**src/rtl/mcbf_ram.sv**
```systemverilog
// ----------------------------------------------------------------------------
// mcbf_ram
// Simple dual-port RAM: one write port, one read port with registered data.
// ----------------------------------------------------------------------------
module mcbf_ram #(
    parameter int WIDTH = 8,
    parameter int DEPTH = 16
) (
    input  logic                     i_clk,
    input  logic                     i_we,
    input  logic [$clog2(DEPTH)-1:0] i_waddr,
    input  logic [WIDTH-1:0]         i_wdata,
    input  logic                     i_re,
    input  logic [$clog2(DEPTH)-1:0] i_raddr,
    output logic [WIDTH-1:0]         o_rdata
);

    logic [WIDTH-1:0] r_mem [DEPTH];
    logic [WIDTH-1:0] r_rdata;

    // Write port
    always_ff @(posedge i_clk) begin
        if (i_we) begin
            r_mem[i_waddr] <= i_wdata;
        end
    end

    // Read port, data held while not enabled
    always_ff @(posedge i_clk) begin
        if (i_re) begin
            r_rdata <= r_mem[i_raddr];
        end
    end

    assign o_rdata = r_rdata;

endmodule

```
**config.mk**
```make
export PLATFORM = sky130hd
export DESIGN_NAME = mcbf_ram
export DESIGN_NICKNAME = d
export VERILOG_FILES = /design/src/rtl/mcbf_ram.sv
export SDC_FILE = /design/constraint.sdc
export NUM_CORES = 1
export LEC_CHECK = 0
export ABC_CLOCK_PERIOD_IN_PS = 4600
export BUFFER_PORTS_ARGS = -buffer_cell sky130_fd_sc_hd__buf_2
export CAP_MARGIN = 20
export CORE_ASPECT_RATIO = 1.4
export CORE_MARGIN = 4
export CORE_UTILIZATION = 45
export CTS_CLUSTER_DIAMETER = 120
export DETAILED_ROUTE_END_ITERATION = 10
export GPL_ROUTABILITY_DRIVEN = 0
export PLACE_DENSITY = 0.62
export RECOVER_POWER = 25
export REMOVE_ABC_BUFFERS = 1
export SLEW_MARGIN = 20
export SYNTH_ARGS = -nofsm -noshare
export SYNTH_HDL_FRONTEND = slang
export SYNTH_SLANG_ARGS = --single-unit
```
**constraint.sdc**
```tcl
create_clock -name i_clk -period 4.6 [get_ports i_clk]
set_input_delay 0.92 -clock i_clk [delete_from_list [all_inputs] [get_ports i_clk]]
set_output_delay 0.92 -clock i_clk [all_outputs]
set_load 0.02 [all_outputs]
```
### After elaboration in Yosys (flattened, before gate mapping)

Memory sizes are Yosys's and may differ from the RTL's. A register that Yosys moved wholly into a read port is not among the register bits.
Index checks and enable logic that the tools add are counted.

| operators by class | value |
|---|---|
| mux-type cells | 2 |

Operators with widths:

| operator | number |
|---|---|
| 2-to-1 mux 1 bit | 2 |

| storage, ports and cells | value |
|---|---|
| register bits | 0 |
| word-level logic and storage cells | 3 |
| memory bits (writable) | 128 |
| memories kept | 1 |
| output and inout bits | 8 |
| bits of input ports | 19 |

Memory list:

| name | words | bits a word | read ports | clocked after memory_dff | wr ports | RTL line | source |
|---|---|---|---|---|---|---|---|
| r_mem | 16 | 8 | 1 | 1 | 1 | 18 | `logic [WIDTH-1:0] r_mem [DEPTH];` |

### Logic depth before layout (Yosys ltp)

Gate-level depths: netlist (run 1).

| depth | value |
|---|---|
| depth after elaboration | 2 |
| depth in mapped cells | 5 |
| mapped depth without buffers | 3 |

### Least setup slack after synthesis (run 1)

No wires, ideal clock.

| timing path | value |
|---|---|
| kind | input to register |
| start point | in i_waddr[2] |
| end point | mem r_mem[0][0], enable pin |
| stages | 2 |
| arrival | 2.030 ns |
| setup slack | 2.187 ns |
| path buffers | 0 |
| required time | 4.217 ns |
| setup time | 0.383 ns |
| path through | or3b_2 -> nor3_1 |

RTL lines:

| item | RTL line | source |
|---|---|---|
| start, declared | 11 | `input logic [$clog2(DEPTH)-1:0] i_waddr,` |
| end, declared | 18 |  |

No word-level cell before the write port.

==> flow_summary.ini, run 1 <==
[placed_design]
dpl.cell_count = 391
portBuffers = 26
dpl.hpwl_um = 6120
dpl_cell_area_sq_mm = 0.00548

[floorplan]
die_h_um = 136
core_area_sq_mm = 0.0113
start_util_pct = 46.1
die_w_um = 99.1
io_pins = 27
die-area_sq_mm = 0.0134
placementRows = 46

[drt]
drtIter0Drc = 165
wl_per_cell_um = 22.6
drc = 0
drt_pass1_iterations = 4
wirelength_um = 9560
final_antenna_net_count = 0
routed_via_density = 5.62
routed-via-count = 2376

[synthesis]
syn_area_sq_mm = 0.00523
yosysTopAreaCellShare_pct = 78.1
yosysUniqueCellTypes = 18
ys_warn_count = 0
synth_compound_area_share_pct = 2.30
ys_ff_latch = 136
synth_top_family_by_area = multiplexers
synthAdderAreaFrac_pct = 0
yosysTopAreaCell = edfxtp_1
synth_simple_gate_area_share_pct = 3.14
synth-seq-area-share_pct = 78.1
yosys.area_share.xor_xnor_pct = 0
synth_cells = 229
synth.area.top_cells = edfxtp_1 78%, mux4_2 7.8%, mux4_1 7.0%, a22oi_1 2.3%, nor2_1 0.93%
synth_mux_area_share_pct = 14.8
avgSynthCellArea_sq_um = 22.8

[cts]
cts_tree = yes
cts_buffers = 17
post_cts_resized = 0
clock_path_buffers = 2
cts_setup_buffers = 0
ctsHoldBuffers = 0
clk_latency_ns = 0.42
clockRootBuffer = clkbuf_16
clk_pin_slew_ns = 0.06
htree_levels = 4
clock-sinks = 136

[timing]
hold_viol_final = 0
final-max-slew-violation-count = 0
worst_pin_slew_ns = 1.00
tns_ns = 0
max_freq_mhz = 439
whs_ns = 0.744
period_minus_slack_ns = 2.28
post-route-period-util_pct = 49.5
relSlewSlack_pct = 32.9
finalSetupViolCount = 0
skew_ns = 0.00840
rsz0062_at_grt = false

[critical_path]
timing.rr.end = o_rdata[5]
rr_worst_depth = 3
endpoint_kind = flop
arrival_ns = 2.43
worst_setup_path_start_kind = input port
crit_type = input port to flop
cp_max_fo = 32
rr_startpoint = r_mem[1][5]
endpoint = o_rdata[5]
r2r_setup_slack_ns = 3.10
cp.required_ns = 4.76
startpoint = i_raddr[0]

[global_routing]
grt_overflow = 0
grt_max_degree = 33
use_met2_pct = 26.6
grt_pass1_wl_um = 15100
grt_pass1_vias = 2541
global_route.usage.total_pct = 15.9
grt-busiest-layer = met2
antenna_found_initial = 0
use_met1_pct = 19.4
grt_util_met3_pct = 4.84

[layout]
n_antenna_cell = 0
final_cells = 423
syn_to_final_growth_pct = 17.2
design_area_sq_mm = 0.00613
nets = 285
drive_gt1_share_pct = 25.4

[job]
max-cap-violations = 0

[power_and_ir_drop]
power_mw = 3.02
power_density_mw_per_mm2 = 492
p_leak_nw = 2.01
ir_worst_vdd_mv = 0.254

[min_path]
hold_class = flop to flop

[run_status]
outcome = finished, final reports clean
[report_power, final]
part           switching [mW]  total (mW)  internal [mW]
Clock                   0.483        1.49           1.01
Sequential            0.00652        1.40           1.40
Combinational          0.0761       0.124         0.0477
[layout make-up]
cell class                 instances  area (sq um)
clock buffer                      17           425
tap                              144           180
sequential                       136          4080
clock inverter                    15           231
timing repair buffer              28           139
multi-input combinational         83          1070
fill                             861          5210
[through the flow]
| stage | utilization, % | setup slack, ns |
|---|---|---|
| after global placement | 48.3 | 1.52 |
| after floorplan | - | 2.19 |
| after detailed placement | 48.3 | 1.53 |
| after global routing | 54.0 | 2.20 |
| final | 54.0 | 2.32 |
| after CTS | 54.1 | 1.93 |
[how the worst min path moves through the flow]
stage / start / to / slack [ns] / depth (start not counted)
after global placement: r_mem[8][3] / o_rdata[3] / 0.72 / 3
final: r_mem[14][1] / o_rdata[1] / 0.74 / 3
after floorplan: r_mem[7][0] / o_rdata[0] / 0.70 / 3
after global routing: r_mem[15][5] / o_rdata[5] / 0.77 / 3
after detailed placement: r_mem[12][1] / o_rdata[1] / 0.73 / 3
after CTS: r_mem[12][0] / o_rdata[0] / 0.75 / 3
[Yosys cell counts]
master           number
or3b_2                1
nor2_1               13
nand2b_1              2
clkdlybuf4s25_2       3
nand2_1               9
mux4_1               14
nor3_1                4
buf_6                 3
buf_2                 3
nand3b_1              2
and2_1                1
nor2b_1               1
nand3_1               1
mux4_2               18
a22oi_1              16
and2b_1               1
buf_4                 1
edfxtp_1            136
[routing by layer]
metal  routed length [um]  up-vias
met5                    0        -
met4                  143        0
met3                  416        9
met2                 5230       61
met1                 3780     1250
li1                     -     1056
[flip-flops by register name, indices dropped and copies added, names as in the netlist]
signal	count
o_rdata	8
r_mem	128
[critical path, cell delays in order]
cell	delay, ns
buf_4	0.47
mux4_1	0.63
a22oi_1	0.30
nand2_1	0.08
[layout by cell type, fill, tap and decap left out, drive strengths merged]
cell	count
clkbuf	24
and2	1
a22oi	16
clkinv	5
nand3	1
or3b	1
clkinvlp	4
bufinv	6
nand2	9
buf	21
edfxtp	136
nand3b	2
mux4	32
nor2	13
and2b	1
nor2b	1
nor3	4
nand2b	2
[kinds of logic (layout without fill, tap and decap cells)]
group / after synthesis / in the layout
flip-flops: 136 / 136
buffers and inverters: 10 / 60
AO/OA/AOI/OAI: 16 / 16
multiplexers: 32 / 32
AND/OR/NAND/NOR: 35 / 35
(Power assumes the default switching activity.)
==> run 2: changes to the inputs <==
--- a/config.mk
+++ b/config.mk
@@ -5,7 +5,7 @@
 export SDC_FILE = /design/constraint.sdc
 export NUM_CORES = 1
 export LEC_CHECK = 0
-export ABC_CLOCK_PERIOD_IN_PS = 4600
+export ABC_CLOCK_PERIOD_IN_PS = 2200
 export BUFFER_PORTS_ARGS = -buffer_cell sky130_fd_sc_hd__buf_2
 export CAP_MARGIN = 20
 export CORE_ASPECT_RATIO = 1.4
==> constraint.sdc (replaced) <==
create_clock -name i_clk -period 2.2 [get_ports i_clk]
set_input_delay 0.44 -clock i_clk [delete_from_list [all_inputs] [get_ports i_clk]]
set_output_delay 0.44 -clock i_clk [all_outputs]
set_load 0.02 [all_outputs]
==> run 2 against run 1 <==
Sequential power grew 110%. Clock-buffer cell count up 4. First-iteration DRC count fell by 18%. Largest power group is now sequential cells. Power up 83%. Combinational power increased by 130%. Critical path depth grew 1. Worst hold slack worse by 0.34 ns. Global-route usage up 0.66 points. Clock skew decreased by 0.0016 ns.
==> flow_summary.ini, run 2 (synthesized netlist as in run 1, its figures left out) <==
[run_status]
outcome = finished, final reports clean

[cts]
ctsHoldBuffers = 0
clockRootBuffer = clkbuf_16
clk_pin_slew_ns = 0.05
cts_buffers = 17
clk_latency_ns = 0.41
htree_levels = 4
cts_tree = yes
clock-sinks = 136
cts_setup_buffers = 0
post_cts_resized = 0
clock_path_buffers = 2

[placed_design]
portBuffers = 26
dpl.hpwl_um = 6370

[global_routing]
grt_max_degree = 33
global_route.usage.total_pct = 16.6
grt_overflow = 0
antenna_found_initial = 0
grt_pass1_vias = 2584
grt_pass1_wl_um = 15600

[critical_path]
crit_type = input port to flop
cp.required_ns = 2.36
cp_max_fo = 32
worst_setup_path_start_kind = input port
endpoint_kind = flop
arrival_ns = 1.74

[layout]
layout_common_cells = 136 x edfxtp_1, 21 x buf_4, 20 x buf_2
final_common_cell = edfxtp_1
drive_gt1_share_pct = 27.9
n_antenna_cell = 0
regMostFlops = r_mem
largest_reg_flops = 128
syn_to_final_growth_pct = 17.0
fill_cells = 859
fin_util_pct = 54.0
nets = 306

[power_and_ir_drop]
power_density_mw_per_mm2 = 901
ir_worst_vdd_mv = 0.440
p_leak_nw = 2.06

[drt]
drt_pass1_iterations = 4
final_antenna_net_count = 0
routed-via-count = 2435
drc = 0
drtIter0Drc = 135
wirelength_um = 10100
wl_per_cell_um = 23.0
routed_via_density = 5.52

[timing]
worst_pin_slew_ns = 0.654
rsz0062_at_grt = false
finalSetupViolCount = 0
post-route-period-util_pct = 72.1
skew_ns = 0.00681
tns_ns = 0
hold_viol_final = 0
final-max-slew-violation-count = 0
period_minus_slack_ns = 1.59
relSlewSlack_pct = 56.4
max_freq_mhz = 631

[job]
max-cap-violations = 0

[floorplan]
die_w_um = 99.1
start_util_pct = 46.1
core_area_sq_mm = 0.0113
placementRows = 46
io_pins = 27
die_h_um = 136
die-area_sq_mm = 0.0134

[min_path]
hold_class = input port to flop
-- run 2: per-stage QoR --
| stage | setup slack (ns) | cell area (sq um) | hold WS, ns | power, mW | instances |
|---|---|---|---|---|---|
| 6_report | 0.614 | 6120 | 0.406 | 5.51 | 441 |
| 4_1_cts | 0.631 | 6120 | 0.390 | 5.57 | 441 |
| 3_5_place_dp | 0.188 | 5650 | 0.732 | 3.27 | 412 |
| 2_1_floorplan | 0.267 | 5140 | 0.539 | 3.12 | 219 |
| 3_3_place_gp | 0.193 | 5650 | 0.726 | 3.26 | 412 |
| 5_1_grt | 0.524 | 6120 | 0.395 | 5.70 | 441 |
-- run 2: cell type report --
class / count / area [sq um] / area share [%]
Timing Repair Buffer: 49 / 320 / 5.24
Multi-Input combinational cell: 83 / 1060 / 17.3
Clock buffer: 21 / 440 / 7.20
Sequential cell: 136 / 4080 / 66.8
Tap cell: 144 / 180 / 2.95
Clock inverter: 8 / 35.0 / 0.573
-- run 2: critical path, stage by stage --
cell and delay (ns):
buf_2 0.10, buf_12 0.24, mux4_1 0.60, a22oi_1 0.24, nand2_1 0.08
-- run 2: per-layer routing --
metal	global-route usage [%]	routed length (um)	vias up
met5	0	0	-
met4	6.91	161	0
met2	27.1	5290	69
met1	20.9	4210	1258
met3	4.64	456	14
li1	-	-	1094
-- run 2: where the power goes --
part / internal, mW / total, mW / switching, mW / leakage, nW
registers: 2.92 / 2.94 / 0.0137 / 1.24
clock network: 1.39 / 2.30 / 0.908 / 0.236
logic: 0.115 / 0.279 / 0.163 / 0.588
-- run 2: final timing paths --
path / start / to / slack [ns] / depth (start not counted)
worst max-delay path: i_raddr[0] / o_rdata[3] / 0.61 / 5
worst min-delay path: i_re / o_rdata[0] / 0.41 / 1
worst max register to register: r_mem[2][4] / o_rdata[4] / 0.74 / 3
worst min register to register: r_mem[12][4] / o_rdata[4] / 0.74 / 3
