[src/rtl/mcbf_pkg.sv]
// ----------------------------------------------------------------------------
// mcbf_pkg
// Shared constants, codes and word types for the multi-channel byte FIFO bank.
// ----------------------------------------------------------------------------
package mcbf_pkg;

    // Bank geometry
    localparam int CHANNELS      = 64;
    localparam int CHANNEL_DEPTH = 4096;

    localparam int CH_W     = $clog2(CHANNELS);
    localparam int PTR_W    = $clog2(CHANNEL_DEPTH);
    localparam int CNT_W    = $clog2(CHANNEL_DEPTH + 1);
    localparam int ADDR_W   = CH_W + PTR_W;
    localparam int STORE_SZ = CHANNELS * (2 ** PTR_W);

    // Operation codes
    localparam logic [2:0] OP_CREATE = 3'd0;
    localparam logic [2:0] OP_READ   = 3'd1;
    localparam logic [2:0] OP_WRITE  = 3'd2;
    localparam logic [2:0] OP_CLOSE  = 3'd3;
    localparam logic [2:0] OP_QUERY  = 3'd4;

    // Status codes
    localparam logic [2:0] ST_OK     = 3'd0;
    localparam logic [2:0] ST_NOFREE = 3'd1;
    localparam logic [2:0] ST_BADCH  = 3'd2;
    localparam logic [2:0] ST_EMPTY  = 3'd3;
    localparam logic [2:0] ST_EOD    = 3'd4;
    localparam logic [2:0] ST_FULL   = 3'd5;

    // Request word
    typedef struct packed {
        logic [2:0] op;
        logic [5:0] channel;
        logic [7:0] write_data;
        logic       transfer_last;
    } t_in_item;

    // Response word
    typedef struct packed {
        logic [2:0]  status;
        logic [5:0]  result_channel;
        logic [7:0]  read_data;
        logic [12:0] fill_count;
        logic        transfer_last_echo;
    } t_out_item;

    // Per-channel pointer context
    typedef struct packed {
        logic [PTR_W-1:0] head;
        logic [PTR_W-1:0] tail;
        logic [CNT_W-1:0] occ;
    } t_ctx;

    // State updates decided for one request
    typedef struct packed {
        logic              ctx_we;
        logic [CH_W-1:0]   idx;
        t_ctx              ctx_wdata;
        logic              create;
        logic              wopen_clr;
        logic              store_we;
        logic              store_re;
        logic [ADDR_W-1:0] store_addr;
        logic              take_byte;
    } t_upd;

endpackage

[src/rtl/mcbf_ctrl.sv]
// ----------------------------------------------------------------------------
// mcbf_ctrl
// Decodes one request against its channel context and decides the response
// and every state update.
// ----------------------------------------------------------------------------
module mcbf_ctrl
    import mcbf_pkg::*;
(
    input  t_in_item            i_item,
    input  t_ctx                i_ctx,
    input  logic [CH_W:0]       i_alloc_count,
    input  logic [CHANNELS-1:0] i_wopen,
    output t_upd                o_upd,
    output t_out_item           o_res
);

    logic             in_range;
    logic             alloc;
    logic [CH_W-1:0]  ch_idx;
    logic [CNT_W-1:0] occ;
    logic             has_free;
    logic [PTR_W-1:0] head_nxt;
    logic [PTR_W-1:0] tail_nxt;

    // Channel checks; channels are claimed in ascending order and never freed
    assign in_range = ({3'b000, i_item.channel} < 9'(CHANNELS));
    assign ch_idx   = CH_W'(i_item.channel);
    assign alloc    = in_range && ((CH_W+1)'(i_item.channel) < i_alloc_count);
    assign occ      = alloc ? i_ctx.occ : '0;
    assign has_free = (i_alloc_count < (CH_W+1)'(CHANNELS));

    // Wrap the ring pointers
    assign head_nxt = (i_ctx.head == PTR_W'(CHANNEL_DEPTH - 1)) ? '0 : i_ctx.head + 1'b1;
    assign tail_nxt = (i_ctx.tail == PTR_W'(CHANNEL_DEPTH - 1)) ? '0 : i_ctx.tail + 1'b1;

    always_comb begin
        o_upd                   = '0;
        o_upd.idx               = ch_idx;
        o_upd.ctx_wdata         = i_ctx;
        o_res                   = '0;
        o_res.status            = ST_BADCH;
        o_res.result_channel    = i_item.channel;
        o_res.transfer_last_echo = i_item.transfer_last;

        unique case (i_item.op)
            OP_CREATE: begin
                o_res.result_channel = '0;
                if (has_free) begin
                    o_res.status         = ST_OK;
                    o_res.result_channel = 6'(i_alloc_count);
                    o_upd.idx            = CH_W'(i_alloc_count);
                    o_upd.ctx_we         = 1'b1;
                    o_upd.ctx_wdata      = '0;
                    o_upd.create         = 1'b1;
                end else begin
                    o_res.status = ST_NOFREE;
                end
            end
            OP_READ: begin
                if (alloc) begin
                    o_res.fill_count = 13'(occ);
                    if (occ == '0) begin
                        o_res.status = i_wopen[ch_idx] ? ST_EMPTY : ST_EOD;
                    end else begin
                        o_res.status         = ST_OK;
                        o_res.fill_count     = 13'(occ - 1'b1);
                        o_upd.ctx_we         = 1'b1;
                        o_upd.ctx_wdata.head = head_nxt;
                        o_upd.ctx_wdata.occ  = occ - 1'b1;
                        o_upd.store_re       = 1'b1;
                        o_upd.store_addr     = {ch_idx, i_ctx.head};
                        o_upd.take_byte      = 1'b1;
                    end
                end
            end
            OP_WRITE: begin
                if (alloc) begin
                    o_res.fill_count = 13'(occ);
                    if (occ == CNT_W'(CHANNEL_DEPTH)) begin
                        o_res.status = ST_FULL;
                    end else begin
                        o_res.status         = ST_OK;
                        o_res.fill_count     = 13'(occ + 1'b1);
                        o_upd.ctx_we         = 1'b1;
                        o_upd.ctx_wdata.tail = tail_nxt;
                        o_upd.ctx_wdata.occ  = occ + 1'b1;
                        o_upd.store_we       = 1'b1;
                        o_upd.store_addr     = {ch_idx, i_ctx.tail};
                    end
                end
            end
            OP_CLOSE: begin
                if (alloc) begin
                    o_res.status     = ST_OK;
                    o_res.fill_count = 13'(occ);
                    o_upd.wopen_clr  = 1'b1;
                end
            end
            OP_QUERY: begin
                if (in_range) begin
                    o_res.status     = ST_OK;
                    o_res.fill_count = 13'(occ);
                end
            end
            default: begin
                o_res.status = ST_BADCH;
            end
        endcase
    end

endmodule

[config.mk]
export PLATFORM = sky130hd
export DESIGN_NAME = mcbf_ctrl
export DESIGN_NICKNAME = d
export VERILOG_FILES = /design/src/rtl/mcbf_pkg.sv /design/src/rtl/mcbf_ctrl.sv
export SDC_FILE = /design/constraint.sdc
export NUM_CORES = 1
export LEC_CHECK = 0
export ABC_AREA = 1
export ABC_CLOCK_PERIOD_IN_PS = 3200
export CORE_MARGIN = 3
export CORE_UTILIZATION = 40
export DETAILED_ROUTE_END_ITERATION = 7
export DONT_BUFFER_PORTS = 1
export PLACE_DENSITY_LB_ADDON = 0.1
export SYNTH_ARGS = -nofsm -noshare
export SYNTH_HDL_FRONTEND = slang
export SYNTH_SLANG_ARGS = --single-unit
export TNS_END_PERCENT = 30
[constraint.sdc]
create_clock -name vclk -period 3.2
set_clock_uncertainty 0.2 [all_clocks]
set_input_delay 0.16 -clock vclk [all_inputs]
set_output_delay 0.16 -clock vclk [all_outputs]
set_load 0.03 [all_outputs]
---- Word-level counts from Yosys, hierarchy flattened ----
Index checks and enable logic that the tools add are counted.
storage, ports and cells
  output and inout port bits .............. 98
  word-level logic and storage cells ...... 64
  bits of input ports ..................... 126
  register bits after elaboration ......... 0
cells by class
  reduce and logical (&&, ||, !) cells .... 2
  magnitude comparators ................... 3
  add/sub/neg operators ................... 4
  eq/ne operators ......................... 7
  mux-type cells .......................... 48
operators with widths
  cell                                                                          count
  13-bit 2-to-1 mux                                                             8
  13-bit one-hot mux with 4 select lines                                        1
  25-bit 2-to-1 mux                                                             2
  12-bit 2-to-1 mux                                                             4
  12-bit one-hot mux with 2 select lines                                        2
  45-bit 2-to-1 mux                                                             1
  20-bit 2-to-1 mux                                                             2
  13-bit one-hot mux with 3 select lines                                        1
  18-bit 2-to-1 mux                                                             2
  18-bit one-hot mux with 2 select lines                                        1
  12-bit by 1-bit adder with 12-bit output, second input constant               2
  12-bit == test, second input constant                                         2
  6-bit 2-to-1 mux                                                              3
  3-bit 2-to-1 mux                                                              5
  3-bit one-hot mux with 5 select lines                                         1
  13-bit by 1-bit adder with 13-bit output, second input constant               1
  13-bit == test, second input constant                                         1
  13-bit zero test                                                              1
  13-bit by 1-bit subtractor with 13-bit output, second input constant          1
  1-bit 2-to-1 mux                                                              12
  6-bit by 7-bit less-than comparator with 1-bit output                         1
  6-bit by 7-bit less-than comparator with 1-bit output, second input constant  1
  7-bit less-than comparator, second input constant                             1
  1-bit binary-select mux with 6-bit select                                     1
  6 further kinds                                                               7

---- Depth between registers and ports, before layout ----
Gate-level depths: netlist of the first run.
  word-level depth ........................ 6
  gate-level depth with buffers ........... 22

---- Worst setup path after synthesis of the first run ----
No wires, ideal clock.
  kind .................................... input to output
  start point ............................. input i_alloc_count[4]
  end point ............................... output o_res[10] in the netlist's numbering
  data arrival time ....................... 2941 ps
  slack ................................... -101 ps
  stages on the path ...................... 16
  cells stage by stage .................... inv_1 > ha_1 > nand2_1 > nand2_1 > a21boi_4 > nand2_2 > buf_2 > nor2_1 > inv_1 > ha_1 > nand2_1 > nor2_4 > nand2_1 > buf_2 > nand3_1 > o31ai_1
RTL lines
  element             line             RTL
  start: declaration  mcbf_ctrl.sv:11  input logic [CH_W:0] i_alloc_count,
  end: declaration    mcbf_ctrl.sv:14  output t_out_item o_res

==> results of run 1 <==
==> final timing paths <==
kind	from	endpoint	slack [ps]	depth (start not counted)
max	i_alloc_count[4]	o_upd[31]	240	15
min	i_item[0]	o_res[0]	120	0
==> worst max-delay path, stage by stage <==
cell and delay (ps):
inv_1 20, ha_1 290, nand2_1 70, nand2_1 90, a21boi_4 230, nand2_2 80, buf_4 230, nor2_2 250
nand2_1 110, nor2_1 260, nand2_1 110, xor2_1 170, o21ai_0 160, nand3_1 170, buf_12 180
==> synthesized netlist by cell type, drive strengths merged <==
master and count:
nor3 19, nand3b 1, o21ai 120, a21boi 1, nand3 91, nor2 78, o22ai 31, conb 1
clkinv 1, o31ai 2, buf 25, o311ai 1, inv 89, xnor2 3, and3 1, o211ai 12
nand4 7, ha 9, o41ai 3, a21oi 31, xor2 15, o2111ai 1, or2 1, clkbuf 24
nand2 227
==> report_power, final <==
| group | total (mW) | internal [mW] | switching (mW) |
|---|---|---|---|
| Clock | 0 | 0 | 0 |
| Sequential | 0 | 0 | 0 |
| Combinational | 0.907 | 0.313 | 0.594 |
| Total | 0.907 | 0.313 | 0.594 |
==> layout make-up <==
class	instances	area, µm²
Fill cell	1008	4290
Inverter	90	338
Timing Repair Buffer	103	923
Tap cell	126	158
Multi-Input combinational cell	662	3270
==> repair_timing <==
action,4_1_cts,5_1_grt
endpoints found under the setup margin,0,54
setup buffers,0,3
gates resized for setup,0,5
==> routing by layer <==
layer,part of all wire,global-route usage
met1,0.39,0.356
met4,0.026,0.0779
met2,0.50,0.523
met3,0.091,0.0236
met5,0,0
==> kinds of logic (layout without fill, tap and decap cells) <==
kind of cell	count (synthesis)	in the layout	synth area share
fa+ha+maj	9	9	0.0296
buf+inv	139	193	0.156
compound gates	202	202	0.298
simple gates	425	425	0.474
other cells	1	8	0.000985
xor+xnor	18	18	0.0414
==> per-stage QoR <==
stage | setup TNS, ps | cells | cell area (µm²) | setup slack (ps)
6_report | 0 | 981 | 4690 | 242
3_3_place_gp | 0 | 978 | 4650 | 69.2
2_1_floorplan | -169 | 801 | 3840 | -94.6
5_1_grt | 0 | 981 | 4690 | 2.02
4_1_cts | 0 | 978 | 4650 | 2.83
3_5_place_dp | 0 | 978 | 4650 | 11.3
==> flow_summary.toml, run 1 <==
[critical_path]
arrival_ps = 2600
path_max_fanout = 23
end_kind = "primary output"
worstPathRequired_ps = 2840
start_kind = "input pin"
critPathKind = "in -> out"

[drt]
route.detailed.drc = 0
drtPass1Iterations = 5
routed_wl_mm = 16.4
vias = 5734
drt_first_iter_violations = 437
ant_nets = 0
wl_per_cell_um = 16.7
via_per_inst = 5.85

[worst_hold_path]
hp-class = "in -> out"

[synth]
synth_area_per_cell_um2 = 4.80
syn-cell-area_mm2 = 0.00381
synth_seq_area_share = 0
yosysTopAreaCell = "nand2_1"
synth.distinct_cells = 38
netlist_instances = 794
synth_top_area_frac = 0.216
synth_warnings = 0
synthTopCellsByArea = "nand2_1 (22%), o21ai_0 (14%), nand3_1 (12%), inv_1 (8.0%), nor2_1 (7.3%)"

[final_layout]
clock_buffers = 0
drive_above_1_share = 0.159
syn2layout_area_growth_pct = 23.2
antenna_cells = 0
final-seq-area_um2 = 0
seq_cells = 0
mostFrequentLayoutCell = "nand2_1"
fin_nets = 992
utilization = 0.523
final_cell_mix = "nand2_1 (217), o21ai_0 (108), nand3_1 (91), buf_4 (91), inv_1 (81)"

[place]
gp_congestion = 0.940
io_buffers = 0
place_hpwl_mm = 13.1

[floorplan]
die_x_um = 104
start_util = 0.424
fp-row-count = 34
dieArea_mm2 = 0.0107
core_mm2 = 0.00898
io_pins = 224
die_y_um = 104

[pwr]
power_uw = 907
ir_drop_mv = 0.0918
power_density_mw_per_mm2 = 193
leakage_nw = 2.39

[grt]
antenna_found_initial = 0
grt_usage = 0.285
grt_pass1_vias = 5133
grt.overflow.total = 0
grt_max_degree = 47
grt_first_pass_wirelength_mm = 26.2

[sta]
slew_headroom = 0.317
fmax_mhz = 338
fin_hold_ws_ps = 120
fin_crit_ps = 2960
finalMaxSlewViolations = 0
worst_pin_slew_ps = 1010
finalHoldViolations = 0
rsz0062_at_grt = "no"
period_share = 0.924
finalSetupViolCount = 0

[run]
maxCapViolations = 0

[outcome]
run_status = "completed"

[clock_tree]
hold_buffers = 0
No activity file was read; power rests on OpenSTA's default activity.
==> run 2: changes to the inputs <==
--- a/config.mk
+++ b/config.mk
@@ -11,6 +11,7 @@
 export CORE_UTILIZATION = 40
 export DETAILED_ROUTE_END_ITERATION = 7
 export DONT_BUFFER_PORTS = 1
+export GPL_TIMING_DRIVEN = 0
 export PLACE_DENSITY_LB_ADDON = 0.1
 export SYNTH_ARGS = -nofsm -noshare
 export SYNTH_HDL_FRONTEND = slang
==> flow_summary.toml, run 2 (synthesis gave the netlist of run 1 again) <==
[critical_path]
worstPathRequired_ps = 2840
end_kind = "primary output"
cp_cell_sequence = "inv_1, ha_1, inv_1, nor2_4, nand2_1, nand2_1, a21oi_2, buf_6, buf_4, nand2_4, ha_4, nand2_4, nor2_4, nand2_4, buf_2, o21ai_0, o21ai_1, nand2_1, nand2_1, o21ai_1"
critPathKind = "in -> out"
arrival_ps = 2710
startpoint = "i_alloc_count[5]"
crit_end = "o_upd[47]"
crit_path_top_delay_cell = "o21ai_1"
start_kind = "input pin"
crit_path_max_incr_delay_ps = 350
cpMostUsedCell = "nand2_1"
path_max_fanout = 10

[drt]
vias = 5717
route.detailed.drc = 0
ant_nets = 0
routed_wl_mm = 18.9
drtPass1Iterations = 5
wl_per_cell_um = 20.2
drt_first_iter_violations = 390
via_per_inst = 6.11

[final_layout]
mostFrequentLayoutCell = "nand2_1"
syn2layout_area_growth_pct = 18.2
drive_above_1_share = 0.137
final_cell_area_mm2 = 0.00450
layout.cells.non_filler = 935
antenna_cells = 0
final-seq-area_um2 = 0
fin_nets = 946
seq_cells = 0
clock_buffers = 0
final_cell_mix = "nand2_1 (213), o21ai_0 (92), nand3_1 (81)"

[run]
maxCapViolations = 0

[sta]
finalHoldViolations = 0
worst_pin_slew_ps = 1180
fin_hold_ws_ps = 253
worst_slack_ps = 131
slew_headroom = 0.203
finalMaxSlewViolations = 0
fmax_mhz = 326
period_share = 0.959
finalSetupViolCount = 0
fin_crit_ps = 3070

[grt]
grt_first_pass_wirelength_mm = 28.9
grt_usage = 0.324
antenna_found_initial = 0
grt_max_degree = 11
grt_pass1_vias = 5400
grt.overflow.total = 0

[pwr]
power_uw = 873
power_density_mw_per_mm2 = 194
ir_drop_mv = 0.0669
leakage_nw = 2.09

[place]
place_ws_ps = -805
place_area_mm2 = 0.00400
dp_cells = 927
io_buffers = 0
place_hpwl_mm = 14.8
gp_congestion = 0.990

[floorplan]
dieArea_mm2 = 0.0107
die_x_um = 104
fp-row-count = 34
die_y_um = 104
core_mm2 = 0.00898
io_pins = 224
start_util = 0.424

[outcome]
run_status = "completed"

[worst_hold_path]
hp-class = "in -> out"
-- run 2: where the power goes --
group          total (mW)  leakage, nW  switching [mW]  internal [mW]
registers               0            0               0              0
clock network           0            0               0              0
logic               0.873         2.09           0.653          0.220
total               0.873         2.09           0.653          0.220
-- run 2: worst min-delay path by stage --
| stage | startpoint | to | slack (ps) | cells after the start |
|---|---|---|---|---|
| after CTS | i_alloc_count[6] | o_upd[66] | 250 | 1 |
| after global placement | i_item[0] | o_res[0] | 250 | 1 |
| after floorplan | i_item[0] | o_res[0] | 250 | 1 |
| final | i_item[0] | o_res[0] | 250 | 1 |
| after detailed placement | i_item[0] | o_res[0] | 250 | 1 |
| after global routing | i_alloc_count[6] | o_upd[66] | 250 | 1 |
-- run 2: through the flow --
stage	setup TNS, ps	util
3_5_place_dp	-35060	0.445
5_1_grt	-3.15	0.501
3_3_place_gp	-34500	0.445
2_1_floorplan	-169	-
6_report	0	0.501
4_1_cts	0	0.486
-- run 2: per-layer routing --
| metal | vias to the layer above | track usage | share of wire |
|---|---|---|---|
| li1 | 2681 | - | - |
| met1 | 2634 | 0.394 | 0.38 |
| met2 | 351 | 0.577 | 0.49 |
| met3 | 51 | 0.0591 | 0.096 |
| met4 | 0 | 0.101 | 0.033 |
| met5 | - | 0 | 0 |
-- run 2: cell type report --
cell class / instances / area, µm²
Fill cell: 1001 / 4480
Multi-Input combinational cell: 662 / 3650
Inverter: 90 / 348
Buffer: 49 / 279
Tap cell: 126 / 158
Timing Repair Buffer: 8 / 60.1
-- run 2: critical path, delay by kind of cell --
family,cells,cell delay [ps]
simple gates,9,900
compound gates,4,600
buf+inv,5,590
fa+ha+maj,2,450
-- run 2: timing repair --
| item | 4_1_cts | 5_1_grt |
|---|---|---|
| setup endpoints to repair | 75 | 68 |
| pin swaps | 5 | 9 |
| resized for setup | 71 | 39 |
| endpoints found under the hold margin | 0 | 0 |
| hold buffers | 0 | 0 |
| buffers inserted | 6 | 2 |
| cloned | 0 | 0 |
==> run 3: changes to the inputs <==
--- a/config.mk
+++ b/config.mk
@@ -7,7 +7,7 @@
 export LEC_CHECK = 0
 export ABC_AREA = 1
 export ABC_CLOCK_PERIOD_IN_PS = 3200
-export CORE_MARGIN = 3
+export CORE_MARGIN = 2
 export CORE_UTILIZATION = 40
 export DETAILED_ROUTE_END_ITERATION = 7
 export DONT_BUFFER_PORTS = 1
==> flow_summary.toml, run 3 (synthesis gave the netlist of run 1 again) <==
[floorplan]
start_util = 0.412
die_y_um = 102
fp-row-count = 35
dieArea_mm2 = 0.0103
die_x_um = 102
core_mm2 = 0.00924
io_pins = 224

[critical_path]
worstPathRequired_ps = 2840
crit_path_max_incr_delay_ps = 330
end_kind = "primary output"
cp_cell_sequence = "inv_1, ha_1, nand2_1, inv_1, nand2_1, nand2_2, nand2_4, nand2_4, buf_8, nor2_4, inv_1, ha_4, nand2_2, nor2_4, nand2_2, nand2_2, buf_6, clkinvlp_4, nand2_1, o211ai_1"
crit_path_top_delay_cell = "o211ai_1"
start_kind = "input pin"
arrival_ps = 2730
critPathKind = "in -> out"
path_max_fanout = 10
cpMostUsedCell = "nand2_2"

[sta]
finalMaxSlewViolations = 0
rsz0062_at_grt = "yes"
fmax_mhz = 323
tns_ps = 0
finalHoldViolations = 0
period_share = 0.966
finalSetupViolCount = 0
fin_crit_ps = 3090
worst_pin_slew_ps = 1240
slew_headroom = 0.164

[run]
maxCapViolations = 0

[final_layout]
clock_buffers = 0
final_cell_area_mm2 = 0.00459
syn2layout_area_growth_pct = 20.5
seq_cells = 0
utilization = 0.496
drive_above_1_share = 0.150
fin_nets = 950
mostFrequentLayoutCell = "nand2_1"
layout.cells.non_filler = 942
final_cell_mix = "nand2_1 (212), o21ai_0 (93), inv_1 (79)"
final-seq-area_um2 = 0
antenna_cells = 0

[drt]
vias = 5636
via_per_inst = 5.98
ant_nets = 0
route.detailed.drc = 0
drtPass1Iterations = 6
wl_per_cell_um = 19.6
drt_first_iter_violations = 369
routed_wl_mm = 18.5

[grt]
grt_pass1_vias = 5125
antenna_found_initial = 0
grt_max_degree = 11
grt_first_pass_wirelength_mm = 27.5
grt.overflow.total = 0
grt_usage = 0.338

[worst_hold_path]
min_to = "o_upd[66]"
hp-class = "in -> out"
min_path_cells = 1
min_from = "i_alloc_count[6]"

[pwr]
power_density_mw_per_mm2 = 193
leakage_nw = 2.13
ir_drop_mv = 0.0698

[place]
io_buffers = 0
place_hpwl_mm = 14.5
place_area_mm2 = 0.00400
gp_congestion = 0.958
dp_cells = 930

[outcome]
run_status = "completed"

[clock_tree]
hold_buffers = 0
run 3: changes by cell type in the layout (fill, tap and decap cells not counted), moves of 2 or more:
cell and delta:
nand3_1 -3, nand3_2 +2, o21ai_2 +3, buf_4 +2, o21ai_1 -4, nand2_4 -2
nand2_2 +2
run 3: metrics by stage:
step / setup slack, ps / power (mW) / hold slack [ps]
floorplan: -94.6 / 0.622 / 252
global placement: -871 / 0.762 / 254
detailed placement: -864 / 0.770 / 254
CTS: -8.88 / 0.836 / 238
global route: -36.9 / 0.948 / 238
finish: 107 / 0.886 / 239
run 3: how the worst max path moves through the flow:
| stage | startpoint | cells past startpoint | slack [ps] | to |
|---|---|---|---|---|
| floorplan | i_alloc_count[4] | 18 | -90 | o_upd[49] |
| global placement | i_alloc_count[4] | 17 | -870 | o_upd[38] |
| detailed placement | i_alloc_count[4] | 17 | -860 | o_upd[38] |
| CTS | i_alloc_count[4] | 18 | -9 | o_res[12] |
| global route | i_alloc_count[2] | 20 | -40 | o_res[12] |
| finish | i_alloc_count[2] | 20 | 110 | o_res[12] |
run 3: repair_timing:
action                                  4_1_cts  5_1_grt
gates resized for setup                      83       37
gates cloned                                  0        0
buffers inserted                              4        8
endpoints found under the setup margin       75       70
pin swaps                                     6       12
run 3: where the power goes:
group / internal [mW] / total, mW / leakage, nW / switching [mW]
Combinational: 0.228 / 0.886 / 2.13 / 0.658
Clock: 0 / 0 / 0 / 0
Sequential: 0 / 0 / 0 / 0
Total: 0.228 / 0.886 / 2.13 / 0.658
run 3: critical path, delay by kind of cell:
kind / cells / cell delay (ps)
and+or+nand+nor: 11 / 1130
buffers and inverters: 6 / 660
adders and majority gates: 2 / 430
AOI/OAI and AO/OA: 1 / 330
run 3: area by class of cell:
cell class                 instances  area, µm²
multi-input combinational        662       3690
tap                              129        161
inverter                          90        348
fill                            1047       4650
buffer                            49        293
timing repair buffer              12       90.1
run 3: layer usage:
metal | global-route usage | wire length, µm
met5 | 0 | 0
met4 | 0.0884 | 541
met1 | 0.428 | 7040
met3 | 0.0338 | 1670
met2 | 0.606 | 9230
